--- src/rtl/ssq_pkg.sv ---
// ssq_pkg: shared widths, constants, codes and types of the step sequencer.
// Depends on nothing; every other file in rtl/ takes names from it by scope.
package ssq_pkg;

    localparam int STEPS_DEFAULT = 8;

    localparam int LEVEL_W   = 8;
    localparam int LEN_W     = 4;
    localparam int GAIN_W    = 9;
    localparam int PULSE_W   = 16;
    localparam int MV_W      = 14;
    localparam int MAG_W     = 13;
    localparam int STEP_OUT_W = 3;
    localparam int GATE_W    = 8;
    localparam int CFG_W     = 64;
    localparam int CFG_IDX_W = 3;

    // shared multiplier operand widths
    localparam int MUL_A_W = 21;
    localparam int MUL_B_W = 16;
    localparam int MUL_P_W = MUL_A_W + MUL_B_W;

    localparam logic [MAG_W-1:0] RANGE_LOW_MV  = 13'd1000;
    localparam logic [MAG_W-1:0] RANGE_HIGH_MV = 13'd5000;

    localparam logic signed [GAIN_W-1:0] GAIN_MAX = 9'sd128;
    localparam logic signed [GAIN_W-1:0] GAIN_MIN = -9'sd128;

    // divide by 255 * 128: shift by 7, then reciprocal of 255 with one correction
    localparam int GAIN_SHIFT  = 7;
    localparam int RECIP_SHIFT = 23;
    localparam logic [MUL_B_W-1:0] RECIP_255 = MUL_B_W'((1 << RECIP_SHIFT) / 255);
    localparam int DIV_LOG2 = 8;
    localparam logic [MUL_A_W-1:0] DIVISOR = MUL_A_W'((1 << DIV_LOG2) - 1);

    typedef enum logic [CFG_IDX_W-1:0] {
        CFG_STEP_LEVELS,
        CFG_GATE_ENABLES,
        CFG_LENGTH,
        CFG_DIRECTION_UP,
        CFG_RANGE_FIVE_VOLT,
        CFG_GAIN,
        CFG_PULSE_TICKS
    } cfg_idx_t;

    typedef enum logic [2:0] {
        ST_IDLE,
        ST_MUL_LR,
        ST_MUL_G,
        ST_MUL_RCP,
        ST_FIX
    } cv_state_t;

    typedef struct packed {
        logic clock_level;
        logic reset_level;
        logic run_button;
        logic run_cv_level;
        logic cycle_level;
        logic dir_cv_high;
        logic tap_button;
        logic tap_gate_level;
        logic clear_button;
        logic record_on;
    } tick_in_t;

    typedef struct packed {
        logic [STEP_OUT_W-1:0] step;
        logic                  running;
        logic                  step_gate;
        logic                  loop_gate;
        logic                  eoc;
    } ctrl_status_t;

    typedef struct packed {
        logic               en;
        logic [MUL_A_W-1:0] a;
        logic [MUL_B_W-1:0] b;
    } mul_req_t;

endpackage

--- src/rtl/ssq_if.sv ---
// ssq_in_if / ssq_out_if: valid/ready channels of the step sequencer.
// Depends on ssq_pkg for the field widths.
interface ssq_in_if;
    logic valid;
    logic ready;
    logic clock_level;
    logic reset_level;
    logic run_button;
    logic run_cv_level;
    logic cycle_level;
    logic dir_cv_high;
    logic tap_button;
    logic tap_gate_level;
    logic clear_button;
    logic record_on;

    modport source (
        output valid, clock_level, reset_level, run_button, run_cv_level, cycle_level,
               dir_cv_high, tap_button, tap_gate_level, clear_button, record_on,
        input  ready
    );
    modport sink (
        input  valid, clock_level, reset_level, run_button, run_cv_level, cycle_level,
               dir_cv_high, tap_button, tap_gate_level, clear_button, record_on,
        output ready
    );
endinterface

interface ssq_out_if;
    logic                                  valid;
    logic                                  ready;
    logic [ssq_pkg::STEP_OUT_W-1:0]        step_index;
    logic                                  is_running;
    logic                                  step_gate;
    logic                                  loop_gate;
    logic signed [ssq_pkg::MV_W-1:0]       cv_out_mv;
    logic                                  eoc_pulse;
    logic                                  change_pulse;

    modport source (
        output valid, step_index, is_running, step_gate, loop_gate, cv_out_mv,
               eoc_pulse, change_pulse,
        input  ready
    );
    modport sink (
        input  valid, step_index, is_running, step_gate, loop_gate, cv_out_mv,
               eoc_pulse, change_pulse,
        output ready
    );
endinterface

--- src/rtl/step_sequencer_with_tap_loop_unit.sv ---
// step_sequencer_with_tap_loop_unit: top level of the step sequencer with tap loop track.
// Depends on ssq_pkg, ssq_if (channels), ssq_mul, ssq_ctrl and ssq_cv.
//
//   channel   dir   handshake      payload
//   in_ch     in    valid/ready    ten control levels, one tick per request
//   out_ch    out   valid/ready    step, run flag, gates, held CV, eoc/change pulses
//   cfg       in    cfg_we only    cfg_index selects register, cfg_data holds value
//
// A request runs as follows when out_ch is free: the accept cycle updates the step
// logic, then three passes through the one shared multiplier (level x range, x gain,
// x reciprocal of 255) and one correction cycle that writes the output register.
// in_ch.ready is low from the accept until the result is in the output register; a
// stalled out_ch holds the block in its correction cycle. No clearing pass after
// reset: rst_n sets the control and config state at once; data registers have no reset.
module step_sequencer_with_tap_loop_unit #(
    parameter int STEPS = ssq_pkg::STEPS_DEFAULT
) (
    input  logic                               clk,
    input  logic                               rst_n,
    input  logic                               cfg_we,
    input  logic [ssq_pkg::CFG_IDX_W-1:0]      cfg_index,
    input  logic [ssq_pkg::CFG_W-1:0]          cfg_data,
    ssq_in_if.sink                             in_ch,
    ssq_out_if.source                          out_ch
);

    // configuration registers
    logic [ssq_pkg::CFG_W-1:0]              step_levels_reg;
    logic [ssq_pkg::GATE_W-1:0]             gate_enables_reg;
    logic [ssq_pkg::LEN_W-1:0]              length_reg;
    logic                                   direction_up_reg;
    logic                                   range_five_volt_reg;
    logic signed [ssq_pkg::GAIN_W-1:0]      gain_reg;
    logic [ssq_pkg::PULSE_W-1:0]            pulse_ticks_reg;

    // output register
    logic                                   out_valid_reg;
    ssq_pkg::ctrl_status_t                  out_status_reg;
    logic signed [ssq_pkg::MV_W-1:0]        out_mv_reg;
    logic                                   out_change_reg;

    logic                                   accept;
    logic                                   out_free;
    ssq_pkg::tick_in_t                      tick;
    ssq_pkg::ctrl_status_t                  status;
    ssq_pkg::mul_req_t                      mul_req;
    logic [ssq_pkg::MUL_P_W-1:0]            product;
    logic [ssq_pkg::LEVEL_W-1:0]            level;
    logic                                   cv_idle;
    logic                                   cv_done;
    logic signed [ssq_pkg::MV_W-1:0]        cv_mv;
    logic                                   change_bit;

    always_ff @(posedge clk or negedge rst_n)
    begin
        if (!rst_n)
        begin
            step_levels_reg     <= '0;
            gate_enables_reg    <= '1;
            length_reg          <= ssq_pkg::LEN_W'(8);
            direction_up_reg    <= 1'b1;
            range_five_volt_reg <= 1'b0;
            gain_reg            <= ssq_pkg::GAIN_MAX;
            pulse_ticks_reg     <= ssq_pkg::PULSE_W'(48);
        end
        else if (cfg_we)
        begin
            case (ssq_pkg::cfg_idx_t'(cfg_index))
                ssq_pkg::CFG_STEP_LEVELS:     step_levels_reg <= cfg_data;
                ssq_pkg::CFG_GATE_ENABLES:    gate_enables_reg <= cfg_data[ssq_pkg::GATE_W-1:0];
                ssq_pkg::CFG_LENGTH:          length_reg <= cfg_data[ssq_pkg::LEN_W-1:0];
                ssq_pkg::CFG_DIRECTION_UP:    direction_up_reg <= cfg_data[0];
                ssq_pkg::CFG_RANGE_FIVE_VOLT: range_five_volt_reg <= cfg_data[0];
                ssq_pkg::CFG_GAIN:            gain_reg <= $signed(cfg_data[ssq_pkg::GAIN_W-1:0]);
                ssq_pkg::CFG_PULSE_TICKS:     pulse_ticks_reg <= cfg_data[ssq_pkg::PULSE_W-1:0];
                default:                      ;  // drop writes beyond the register list
            endcase
        end
    end

    // take a request only while the CV sequencer is idle
    assign in_ch.ready = cv_idle;
    assign accept      = in_ch.valid && in_ch.ready;
    // the result register frees up in the same cycle it is taken
    assign out_free    = !out_valid_reg || out_ch.ready;

    always_comb
    begin
        tick.clock_level    = in_ch.clock_level;
        tick.reset_level    = in_ch.reset_level;
        tick.run_button     = in_ch.run_button;
        tick.run_cv_level   = in_ch.run_cv_level;
        tick.cycle_level    = in_ch.cycle_level;
        tick.dir_cv_high    = in_ch.dir_cv_high;
        tick.tap_button     = in_ch.tap_button;
        tick.tap_gate_level = in_ch.tap_gate_level;
        tick.clear_button   = in_ch.clear_button;
        tick.record_on      = in_ch.record_on;
    end

    ssq_ctrl #(
        .STEPS(STEPS)
    ) u_ctrl (
        .clk          (clk),
        .rst_n        (rst_n),
        .accept       (accept),
        .tick         (tick),
        .gate_enables (gate_enables_reg),
        .length       (length_reg),
        .direction_up (direction_up_reg),
        .pulse_ticks  (pulse_ticks_reg),
        .status       (status)
    );

    // level of the step just chosen; status holds from the accept to the result
    assign level = step_levels_reg[{status.step, 3'b000} +: ssq_pkg::LEVEL_W];

    ssq_mul u_mul (
        .clk     (clk),
        .req     (mul_req),
        .product (product)
    );

    ssq_cv u_cv (
        .clk             (clk),
        .rst_n           (rst_n),
        .start           (accept),
        .out_free        (out_free),
        .level           (level),
        .range_five_volt (range_five_volt_reg),
        .gain            (gain_reg),
        .step_gate       (status.step_gate),
        .pulse_ticks     (pulse_ticks_reg),
        .product         (product),
        .mul_req         (mul_req),
        .idle            (cv_idle),
        .done            (cv_done),
        .cv_mv           (cv_mv),
        .change_bit      (change_bit)
    );

    // hold the result until out_ch takes it
    always_ff @(posedge clk or negedge rst_n)
    begin
        if (!rst_n)
        begin
            out_valid_reg <= 1'b0;
        end
        else if (cv_done)
        begin
            out_valid_reg <= 1'b1;
        end
        else if (out_ch.ready)
        begin
            out_valid_reg <= 1'b0;
        end
    end

    always_ff @(posedge clk)
    begin
        if (cv_done)
        begin
            out_status_reg <= status;
            out_mv_reg     <= cv_mv;
            out_change_reg <= change_bit;
        end
    end

    assign out_ch.valid        = out_valid_reg;
    assign out_ch.step_index   = out_status_reg.step;
    assign out_ch.is_running   = out_status_reg.running;
    assign out_ch.step_gate    = out_status_reg.step_gate;
    assign out_ch.loop_gate    = out_status_reg.loop_gate;
    assign out_ch.cv_out_mv    = out_mv_reg;
    assign out_ch.eoc_pulse    = out_status_reg.eoc;
    assign out_ch.change_pulse = out_change_reg;

    // one request at a time: busy right after an accept
    a_busy_after_accept: assert property (@(posedge clk) disable iff (!rst_n)
        accept |=> !in_ch.ready)
        else $error("request accepted while a previous one is in flight");

    a_cv_in_range: assert property (@(posedge clk) disable iff (!rst_n)
        out_ch.valid |-> (out_ch.cv_out_mv <= 14'sd5000 && out_ch.cv_out_mv >= -14'sd5000))
        else $error("held CV outside full scale");

    a_step_in_range: assert property (@(posedge clk) disable iff (!rst_n)
        out_ch.valid |-> (32'(out_ch.step_index) < STEPS))
        else $error("step index beyond step count");

    a_done_when_busy: assert property (@(posedge clk) disable iff (!rst_n)
        cv_done |-> !in_ch.ready)
        else $error("result written while sequencer idle");

endmodule

--- src/rtl/ssq_mul.sv ---
// ssq_mul: the shared unsigned multiplier with a registered product.
// Depends on ssq_pkg for operand widths and the request struct.
module ssq_mul (
    input  logic                            clk,
    input  ssq_pkg::mul_req_t               req,
    output logic [ssq_pkg::MUL_P_W-1:0]     product
);

    logic [ssq_pkg::MUL_P_W-1:0] product_reg;

    always_ff @(posedge clk)
    begin
        if (req.en)
        begin
            product_reg <= ssq_pkg::MUL_P_W'(req.a) * ssq_pkg::MUL_P_W'(req.b);
        end
    end

    assign product = product_reg;

endmodule

--- src/rtl/ssq_ctrl.sv ---
// ssq_ctrl: edge detection, step counter, run/one-shot flags, loop pattern, eoc pulse.
// Depends on ssq_pkg for the tick input and status structs.
module ssq_ctrl #(
    parameter int STEPS = ssq_pkg::STEPS_DEFAULT
) (
    input  logic                             clk,
    input  logic                             rst_n,
    input  logic                             accept,
    input  ssq_pkg::tick_in_t                tick,
    input  logic [ssq_pkg::GATE_W-1:0]       gate_enables,
    input  logic [ssq_pkg::LEN_W-1:0]        length,
    input  logic                             direction_up,
    input  logic [ssq_pkg::PULSE_W-1:0]      pulse_ticks,
    output ssq_pkg::ctrl_status_t            status
);

    localparam int LW     = ssq_pkg::LEN_W;
    localparam int STEP_W = $clog2(STEPS);
    localparam logic [LW-1:0] STEPS_N = LW'(STEPS);

    // bit positions in the edge history
    localparam int H_CLOCK = 0;
    localparam int H_RESET = 1;
    localparam int H_RUNB  = 2;
    localparam int H_RUNCV = 3;
    localparam int H_CYCLE = 4;
    localparam int H_TAPB  = 5;
    localparam int H_TAPG  = 6;
    localparam int H_CLEAR = 7;

    logic [7:0]                     hist_reg;
    logic [STEP_W-1:0]              step_reg;
    logic                           running_reg;
    logic                           armed_reg;
    logic [STEPS-1:0]               pattern_reg;
    logic [ssq_pkg::PULSE_W-1:0]    eoc_rem_reg;
    ssq_pkg::ctrl_status_t          status_reg;

    logic [7:0]                     lv;
    logic [7:0]                     rise;
    logic [LW-1:0]                  n;
    logic [LW-1:0]                  prev;
    logic [LW-1:0]                  step_w;
    logic [STEP_W-1:0]              step_next;
    logic                           running_next;
    logic                           armed_next;
    logic                           wrapped;
    logic                           up;
    logic                           tap;
    logic [STEPS-1:0]               pattern_next;
    logic [ssq_pkg::PULSE_W-1:0]    eoc_rem;
    logic [ssq_pkg::PULSE_W-1:0]    eoc_rem_next;
    logic                           eoc_bit;
    ssq_pkg::ctrl_status_t          status_next;

    // remainder of a small value by the length, four restoring steps
    function automatic logic [LW-1:0] mod_len(input logic [LW:0] v, input logic [LW-1:0] d);
        logic [7:0] r;
        logic [7:0] s;
        r = 8'(v);
        for (int k = 3; k >= 0; k--)
        begin
            s = 8'(d) << k;
            if (r >= s)
            begin
                r = r - s;
            end
        end
        return r[LW-1:0];
    endfunction

    always_comb
    begin
        lv = {tick.clear_button, tick.tap_gate_level, tick.tap_button, tick.cycle_level,
              tick.run_cv_level, tick.run_button, tick.reset_level, tick.clock_level};
        rise = lv & ~hist_reg;

        if (length == '0)
            n = LW'(1);
        else if (length > STEPS_N)
            n = STEPS_N;
        else
            n = length;

        running_next = running_reg ^ rise[H_RUNB] ^ rise[H_RUNCV];
        armed_next   = armed_reg;
        step_w       = LW'(step_reg);
        if (rise[H_CYCLE])
        begin
            running_next = 1'b1;
            armed_next   = 1'b1;
            step_w       = '0;
        end

        prev    = step_w;
        up      = direction_up ^ tick.dir_cv_high;
        wrapped = 1'b0;
        if (rise[H_CLOCK] && running_next)
        begin
            if (up)
            begin
                step_w  = mod_len((LW+1)'(prev) + (LW+1)'(1), n);
                wrapped = (prev == n - LW'(1));
            end
            else
            begin
                step_w  = mod_len((LW+1)'(prev) + (LW+1)'(n) - (LW+1)'(1), n);
                wrapped = (prev == '0);
            end
        end
        if (wrapped && armed_next)
        begin
            running_next = 1'b0;
            armed_next   = 1'b0;
        end
        if (rise[H_RESET] || step_w >= n)
        begin
            step_w = '0;
        end
        step_next = step_w[STEP_W-1:0];

        // eoc pulse: stretch to pulse_ticks, then count down
        eoc_rem = eoc_rem_reg;
        if (wrapped && pulse_ticks > eoc_rem)
        begin
            eoc_rem = pulse_ticks;
        end
        eoc_bit      = (eoc_rem != '0);
        eoc_rem_next = eoc_bit ? eoc_rem - ssq_pkg::PULSE_W'(1) : eoc_rem;

        // clear acts before a recorded tap on the same tick
        tap          = rise[H_TAPB] | rise[H_TAPG];
        pattern_next = pattern_reg;
        if (rise[H_CLEAR])
        begin
            pattern_next = '0;
        end
        if (tick.record_on && tap)
        begin
            pattern_next[step_next] = 1'b1;
        end

        status_next.step      = ssq_pkg::STEP_OUT_W'(step_next);
        status_next.running   = running_next;
        status_next.step_gate = gate_enables[step_next];
        status_next.loop_gate = pattern_next[step_next];
        status_next.eoc       = eoc_bit;
    end

    always_ff @(posedge clk or negedge rst_n)
    begin
        if (!rst_n)
        begin
            hist_reg    <= '0;
            step_reg    <= '0;
            running_reg <= 1'b1;
            armed_reg   <= 1'b0;
            pattern_reg <= '0;
            eoc_rem_reg <= '0;
        end
        else if (accept)
        begin
            hist_reg    <= lv;
            step_reg    <= step_next;
            running_reg <= running_next;
            armed_reg   <= armed_next;
            pattern_reg <= pattern_next;
            eoc_rem_reg <= eoc_rem_next;
        end
    end

    always_ff @(posedge clk)
    begin
        if (accept)
        begin
            status_reg <= status_next;
        end
    end

    assign status = status_reg;

endmodule

--- src/rtl/ssq_cv.sv ---
// ssq_cv: sequencer that runs the CV scaling on the shared multiplier, held CV, change pulse.
// Depends on ssq_pkg for widths, constants, the state enum and the multiplier request.
module ssq_cv (
    input  logic                                clk,
    input  logic                                rst_n,
    input  logic                                start,
    input  logic                                out_free,
    input  logic [ssq_pkg::LEVEL_W-1:0]         level,
    input  logic                                range_five_volt,
    input  logic signed [ssq_pkg::GAIN_W-1:0]   gain,
    input  logic                                step_gate,
    input  logic [ssq_pkg::PULSE_W-1:0]         pulse_ticks,
    input  logic [ssq_pkg::MUL_P_W-1:0]         product,
    output ssq_pkg::mul_req_t                   mul_req,
    output logic                                idle,
    output logic                                done,
    output logic signed [ssq_pkg::MV_W-1:0]     cv_mv,
    output logic                                change_bit
);

    ssq_pkg::cv_state_t                     state_reg;
    ssq_pkg::cv_state_t                     state_next;
    logic [ssq_pkg::MUL_A_W-1:0]            x_reg;
    logic signed [ssq_pkg::MV_W-1:0]        held_reg;
    logic [ssq_pkg::PULSE_W-1:0]            change_rem_reg;

    logic signed [ssq_pkg::GAIN_W-1:0]      g_clamped;
    logic signed [ssq_pkg::GAIN_W-1:0]      g_abs;
    logic                                   neg;
    logic [ssq_pkg::LEVEL_W-1:0]            mag;
    logic [ssq_pkg::MAG_W-1:0]              range_mv;
    logic [ssq_pkg::MAG_W-1:0]              q0;
    logic [ssq_pkg::MUL_A_W-1:0]            q0x;
    logic [ssq_pkg::MUL_A_W-1:0]            rem;
    logic [ssq_pkg::MAG_W-1:0]              q;
    logic signed [ssq_pkg::MV_W-1:0]        res_mv;
    logic signed [ssq_pkg::MV_W-1:0]        held_next;
    logic [ssq_pkg::PULSE_W-1:0]            crem;
    logic [ssq_pkg::PULSE_W-1:0]            crem_next;

    // gain clamp and magnitude/sign split
    always_comb
    begin
        if (gain > ssq_pkg::GAIN_MAX)
            g_clamped = ssq_pkg::GAIN_MAX;
        else if (gain < ssq_pkg::GAIN_MIN)
            g_clamped = ssq_pkg::GAIN_MIN;
        else
            g_clamped = gain;
        neg      = g_clamped[ssq_pkg::GAIN_W-1];
        g_abs    = neg ? -g_clamped : g_clamped;
        mag      = g_abs[ssq_pkg::LEVEL_W-1:0];
        range_mv = range_five_volt ? ssq_pkg::RANGE_HIGH_MV : ssq_pkg::RANGE_LOW_MV;
    end

    // quotient estimate from the reciprocal product, one correction step
    always_comb
    begin
        q0  = product[ssq_pkg::RECIP_SHIFT +: ssq_pkg::MAG_W];
        q0x = ssq_pkg::MUL_A_W'(q0);
        rem = x_reg - ((q0x << ssq_pkg::DIV_LOG2) - q0x);
        q   = (rem >= ssq_pkg::DIVISOR) ? q0 + ssq_pkg::MAG_W'(1) : q0;
        res_mv = neg ? -$signed({1'b0, q}) : $signed({1'b0, q});
        held_next = step_gate ? res_mv : held_reg;

        crem = change_rem_reg;
        if (held_next != held_reg && pulse_ticks > crem)
        begin
            crem = pulse_ticks;
        end
        change_bit = (crem != '0);
        crem_next  = change_bit ? crem - ssq_pkg::PULSE_W'(1) : crem;
    end

    always_comb
    begin
        state_next = state_reg;
        case (state_reg)
            ssq_pkg::ST_IDLE:    if (start) state_next = ssq_pkg::ST_MUL_LR;
            ssq_pkg::ST_MUL_LR:  state_next = ssq_pkg::ST_MUL_G;
            ssq_pkg::ST_MUL_G:   state_next = ssq_pkg::ST_MUL_RCP;
            ssq_pkg::ST_MUL_RCP: state_next = ssq_pkg::ST_FIX;
            ssq_pkg::ST_FIX:     if (out_free) state_next = ssq_pkg::ST_IDLE;
            default:             state_next = ssq_pkg::ST_IDLE;
        endcase
    end

    always_comb
    begin
        mul_req.en = 1'b0;
        mul_req.a  = '0;
        mul_req.b  = '0;
        idle       = 1'b0;
        done       = 1'b0;
        case (state_reg)
            ssq_pkg::ST_IDLE:
            begin
                idle = 1'b1;
            end
            ssq_pkg::ST_MUL_LR:
            begin
                mul_req.en = 1'b1;
                mul_req.a  = ssq_pkg::MUL_A_W'(level);
                mul_req.b  = ssq_pkg::MUL_B_W'(range_mv);
            end
            ssq_pkg::ST_MUL_G:
            begin
                mul_req.en = 1'b1;
                mul_req.a  = product[ssq_pkg::MUL_A_W-1:0];
                mul_req.b  = ssq_pkg::MUL_B_W'(mag);
            end
            ssq_pkg::ST_MUL_RCP:
            begin
                mul_req.en = 1'b1;
                mul_req.a  = product[ssq_pkg::GAIN_SHIFT +: ssq_pkg::MUL_A_W];
                mul_req.b  = ssq_pkg::RECIP_255;
            end
            ssq_pkg::ST_FIX:
            begin
                done = out_free;
            end
            default:
            begin
                idle = 1'b0;
            end
        endcase
    end

    always_ff @(posedge clk or negedge rst_n)
    begin
        if (!rst_n)
        begin
            state_reg      <= ssq_pkg::ST_IDLE;
            held_reg       <= '0;
            change_rem_reg <= '0;
        end
        else
        begin
            state_reg <= state_next;
            if (done)
            begin
                held_reg       <= held_next;
                change_rem_reg <= crem_next;
            end
        end
    end

    always_ff @(posedge clk)
    begin
        if (state_reg == ssq_pkg::ST_MUL_RCP)
        begin
            x_reg <= product[ssq_pkg::GAIN_SHIFT +: ssq_pkg::MUL_A_W];
        end
    end

    assign cv_mv = held_next;

endmodule
--- src/flat_wrapper.sv ---
// flat-port wrapper written by rule: the top's interface ports become plain ports
module step_sequencer_with_tap_loop_unit_flat 
#(
    parameter int STEPS = ssq_pkg::STEPS_DEFAULT
)
  (clk, rst_n, cfg_we, cfg_index, cfg_data, in_ch_valid, in_ch_clock_level, in_ch_reset_level, in_ch_run_button, in_ch_run_cv_level, in_ch_cycle_level, in_ch_dir_cv_high, in_ch_tap_button, in_ch_tap_gate_level, in_ch_clear_button, in_ch_record_on, in_ch_ready, out_ch_valid, out_ch_step_index, out_ch_is_running, out_ch_step_gate, out_ch_loop_gate, out_ch_cv_out_mv, out_ch_eoc_pulse, out_ch_change_pulse, out_ch_ready);
  ssq_in_if in_ch_i ();
  ssq_out_if out_ch_i ();
  input  logic clk;
  input  logic rst_n;
  input  logic cfg_we;
  input  logic [ssq_pkg::CFG_IDX_W-1:0] cfg_index;
  input  logic [ssq_pkg::CFG_W-1:0] cfg_data;
  input wire logic [$bits(in_ch_i.valid)-1:0] in_ch_valid;
  input wire logic [$bits(in_ch_i.clock_level)-1:0] in_ch_clock_level;
  input wire logic [$bits(in_ch_i.reset_level)-1:0] in_ch_reset_level;
  input wire logic [$bits(in_ch_i.run_button)-1:0] in_ch_run_button;
  input wire logic [$bits(in_ch_i.run_cv_level)-1:0] in_ch_run_cv_level;
  input wire logic [$bits(in_ch_i.cycle_level)-1:0] in_ch_cycle_level;
  input wire logic [$bits(in_ch_i.dir_cv_high)-1:0] in_ch_dir_cv_high;
  input wire logic [$bits(in_ch_i.tap_button)-1:0] in_ch_tap_button;
  input wire logic [$bits(in_ch_i.tap_gate_level)-1:0] in_ch_tap_gate_level;
  input wire logic [$bits(in_ch_i.clear_button)-1:0] in_ch_clear_button;
  input wire logic [$bits(in_ch_i.record_on)-1:0] in_ch_record_on;
  output wire logic [$bits(in_ch_i.ready)-1:0] in_ch_ready;
  output wire logic [$bits(out_ch_i.valid)-1:0] out_ch_valid;
  output wire logic [$bits(out_ch_i.step_index)-1:0] out_ch_step_index;
  output wire logic [$bits(out_ch_i.is_running)-1:0] out_ch_is_running;
  output wire logic [$bits(out_ch_i.step_gate)-1:0] out_ch_step_gate;
  output wire logic [$bits(out_ch_i.loop_gate)-1:0] out_ch_loop_gate;
  output wire logic [$bits(out_ch_i.cv_out_mv)-1:0] out_ch_cv_out_mv;
  output wire logic [$bits(out_ch_i.eoc_pulse)-1:0] out_ch_eoc_pulse;
  output wire logic [$bits(out_ch_i.change_pulse)-1:0] out_ch_change_pulse;
  input wire logic [$bits(out_ch_i.ready)-1:0] out_ch_ready;
  assign in_ch_i.valid = in_ch_valid;
  assign in_ch_i.clock_level = in_ch_clock_level;
  assign in_ch_i.reset_level = in_ch_reset_level;
  assign in_ch_i.run_button = in_ch_run_button;
  assign in_ch_i.run_cv_level = in_ch_run_cv_level;
  assign in_ch_i.cycle_level = in_ch_cycle_level;
  assign in_ch_i.dir_cv_high = in_ch_dir_cv_high;
  assign in_ch_i.tap_button = in_ch_tap_button;
  assign in_ch_i.tap_gate_level = in_ch_tap_gate_level;
  assign in_ch_i.clear_button = in_ch_clear_button;
  assign in_ch_i.record_on = in_ch_record_on;
  assign in_ch_ready = in_ch_i.ready;
  assign out_ch_valid = out_ch_i.valid;
  assign out_ch_step_index = out_ch_i.step_index;
  assign out_ch_is_running = out_ch_i.is_running;
  assign out_ch_step_gate = out_ch_i.step_gate;
  assign out_ch_loop_gate = out_ch_i.loop_gate;
  assign out_ch_cv_out_mv = out_ch_i.cv_out_mv;
  assign out_ch_eoc_pulse = out_ch_i.eoc_pulse;
  assign out_ch_change_pulse = out_ch_i.change_pulse;
  assign out_ch_i.ready = out_ch_ready;
  step_sequencer_with_tap_loop_unit #(.STEPS(STEPS)) u_core (.clk(clk), .rst_n(rst_n), .cfg_we(cfg_we), .cfg_index(cfg_index), .cfg_data(cfg_data), .in_ch(in_ch_i), .out_ch(out_ch_i));
endmodule
--- config.mk ---
export PLATFORM = sky130hd
export DESIGN_NAME = step_sequencer_with_tap_loop_unit_flat
export DESIGN_NICKNAME = d
export VERILOG_FILES = /design/src/rtl/ssq_pkg.sv /design/src/rtl/ssq_if.sv /design/src/rtl/step_sequencer_with_tap_loop_unit.sv /design/src/rtl/ssq_mul.sv /design/src/rtl/ssq_ctrl.sv /design/src/rtl/ssq_cv.sv /design/src/flat_wrapper.sv
export SDC_FILE = /design/constraint.sdc
export NUM_CORES = 1
export LEC_CHECK = 0
export ABC_AREA = 1
export CAP_MARGIN = 15
export CORE_MARGIN = 5
export CORE_UTILIZATION = 60
export CTS_CLUSTER_DIAMETER = 30
export DETAILED_ROUTE_END_ITERATION = 10
export DONT_BUFFER_PORTS = 1
export GPL_ROUTABILITY_DRIVEN = 0
export MAX_ROUTING_LAYER = met4
export PLACE_DENSITY = 0.76
export SLEW_MARGIN = 20
export SYNTH_ARGS = -nofsm -noshare
export SYNTH_HDL_FRONTEND = slang
export SYNTH_SLANG_ARGS = --single-unit
export TNS_END_PERCENT = 10
--- constraint.sdc ---
create_clock -name clk -period 27.8 [get_ports clk]
set_clock_uncertainty 0.05 [all_clocks]
set_input_delay 5.56 -clock clk [delete_from_list [all_inputs] [get_ports clk]]
set_output_delay 5.56 -clock clk [all_outputs]
set_load 0.1 [all_outputs]
==> results.toml <==
[global_route]
antenna_found_initial = 0
track_usage_pct = 29.8
grt_pass1_wl_mm = 113
grt_pass1_vias = 22800
grt-ovfl-total = 0
grt_start_max_net_pins = 175

[synthesis]
yosys.area.top_type = "dfrtp_1"
syn_avg_cell_area_um2 = 7.89
synth-edff-count = 86
ys_seq_elements = 260
async_flop_share_pct = 66.9
synth.distinct_cells = 59
seq_area_frac_synth_pct = 26.6
yosys_warnings = 0
synth_commonest_cells = "nand2_1, inv_1, ha_1, nor2_1, o21ai_0"
yosysTopAreaCellShare_pct = 15.3
synth_cells = 3315
synth-main-ff-cell = "dfrtp_1"
synth_most_common_cell = "nand2_1"
syn_area_mm2 = 0.0261
synthTopCellsByArea = "dfrtp_1, fa_1, ha_1"

[routing]
firstDrtPassIters = 6
routed_via_density = 5.69
first_iter_violations = 2157
vias = 22600
routed_wl_mm = 68.4
wire_per_inst_um = 17.2
drcViolationCount = 0
antenna_left = 0

[sta]
finalHoldViolations = 0
post-route-period-util_pct = 55.8
rsz0062_at_grt = "false"
final-max-slew-violation-count = 0
tns_ns = 0
layout_setup_ws_ns = 12.29
slew_headroom_pct = 26.2
setup_viol = 0
period_minus_slack_ns = 15.51
fmax_mhz = 64.5
worst_slew_pin_slew_ns = 1.11

[min_path]
min_from = "u_core.u_ctrl.status[3]$_DFFE_PP_"
hp-class = "reg2reg"

[worst_setup_path]
worstPathArrival_ns = 15.78
start_kind = "input pin"
setup.worst_path.class = "in2reg"
crit_path_frequent_cell = "nand2_1"
r2r-start = "u_core.length_reg[3]$_DFFE_PN1P_"
cpMaxStageDelayCell = "fa_1"
crit_required_ns = 28.06
worstPathMaxFanout = 8
max_stage_delay_ns = 0.39
endpoint_kind = "register"
startpoint = "in_ch_cycle_level"

[cts]
clock_sinks = 260
cts_max_path_buffers = 3
cts_resized = 0
cts_tree = "built"
postCtsSetupBuffers = 0
clkLatencyLatePin_ns = 0.59
cts_root_buf = "clkbuf_16"
cts_max_level = 2
ctsHoldBuffers = 0
cts_buffers = 52
clk_pin_slew_ns = 0.05

[placed_design]
dp_slack_ns = 12.33
dpl_cell_area_mm2 = 0.0269
placed_cells = 3881
hpwl_mm = 52.9
io_buffers = 0

[job]
maxCapViolCount = 0

[floorplan]
dieArea_mm2 = 0.0478
io_pins = 106
die_x_um = 219
start_util_pct = 60.7
die_h_um = 219
num_rows = 76
core_mm2 = 0.0431

[finish]
drive_gt1_share_pct = 8.16
largest_register_ffs = 64
final_net_count = 3876
final_area_mm2 = 0.0287
fill_cells = 3472
stdcell_count = 3979
insertedDiodeCount = 0
area_growth_pct = 9.70

[outcome]
outcome = "complete, no violations"
worst max-delay path, delay by kind of cell:
family	cells	cell delay [ns]
buffers and inverters	11	1.11
XOR/XNOR	1	0.16
AND/OR/NAND/NOR	23	3.52
adder cells (fa/ha/maj)	8	2.47
AO/OA/AOI/OAI	16	2.91
layout by cell type (no fill, tap or decap), types with 7 or more instances in the layout:
cell type / netlist / routed
clkinvlp_4: 0 / 8
o221ai_1: 12 / 12
o22ai_1: 23 / 23
nor2_2: 14 / 16
conb_1: 2 / 40
xor2_1: 58 / 58
o21ai_0: 212 / 212
nand3b_1: 19 / 19
edfxtp_1: 86 / 86
buf_4: 0 / 15
nor3_1: 22 / 22
inv_2: 14 / 14
a21oi_1: 95 / 95
o21bai_1: 8 / 8
inv_6: 0 / 11
nand3_1: 154 / 154
nand4_1: 38 / 38
xnor2_1: 22 / 22
nand2_2: 28 / 29
nor2_1: 235 / 230
nor2_4: 11 / 14
ha_1: 249 / 249
inv_1: 602 / 602
o21a_1: 10 / 10
fa_1: 195 / 195
nand3_2: 9 / 9
o211ai_1: 15 / 15
dfstp_2: 14 / 14
nand2_1: 801 / 800
mux2_2: 48 / 48
a31oi_1: 7 / 7
o21ai_1: 13 / 13
dfrtp_1: 160 / 160
nor4_1: 9 / 9
clkbuf_16: 0 / 53
layout make-up:
cell class | count | area, um2 | area share, %
Multi-Input combinational cell | 2399 | 16700 | 58.3
Sequential cell | 260 | 6950 | 24.2
Inverter | 622 | 2330 | 8.14
Clock buffer | 56 | 1360 | 4.73
Tap cell | 585 | 732 | 2.55
Clock inverter | 42 | 468 | 1.63
Timing Repair Buffer | 15 | 113 | 0.393
path summary, 6_finish.rpt:
check,end,slack [ns],cells past startpoint
worst max register to register,u_core.u_ctrl.status[1]$_DFFE_PP_,16.63,62
min in group asynchronous,u_core.u_ctrl.eoc_rem_reg[11]$_DFFE_PN0P_,4.65,0
worst max-delay path,u_core.u_ctrl.status[1]$_DFFE_PP_,12.29,59
worst min register to register,u_core.out_ch.is_running$_DFFE_PP_,0.38,0
worst min-delay path,u_core.out_ch.is_running$_DFFE_PP_,0.38,0
max in group asynchronous,u_core.step_levels_reg[60]$_DFFE_PN0P_,22.79,0
cell families after synthesis:
group / share of synthesized area, %
AO/OA/AOI/OAI: 9.22
multiplexers: 2.11
other: 0.0287
XOR/XNOR: 2.68
adder cells (fa/ha/maj): 26.8
buffers and inverters: 10.1
flip-flops: 26.6
AND/OR/NAND/NOR: 22.4
through the flow:
step / hold slack [ns] / util, %
final: 0.383 / 66.6
after global placement: 0.354 / 62.3
after floorplan: 0.350 / -
after detailed placement: 0.376 / 62.3
after global routing: 0.376 / 66.6
after CTS: 0.379 / 66.6
per-layer routing:
| metal | wire length, um | vias up | track usage (%) |
|---|---|---|---|
| met5 | 0 | - | - |
| met4 | 2510 | 0 | 9.94 |
| met1 | 28600 | 10900 | 38.9 |
| met3 | 4530 | 206 | 4.00 |
| li1 | - | 10600 | - |
| met2 | 32700 | 934 | 48.5 |
Power is left out: the tool's default activity adds up to more than one toggle a clock period on the data nets, which glitch-free logic cannot reach.
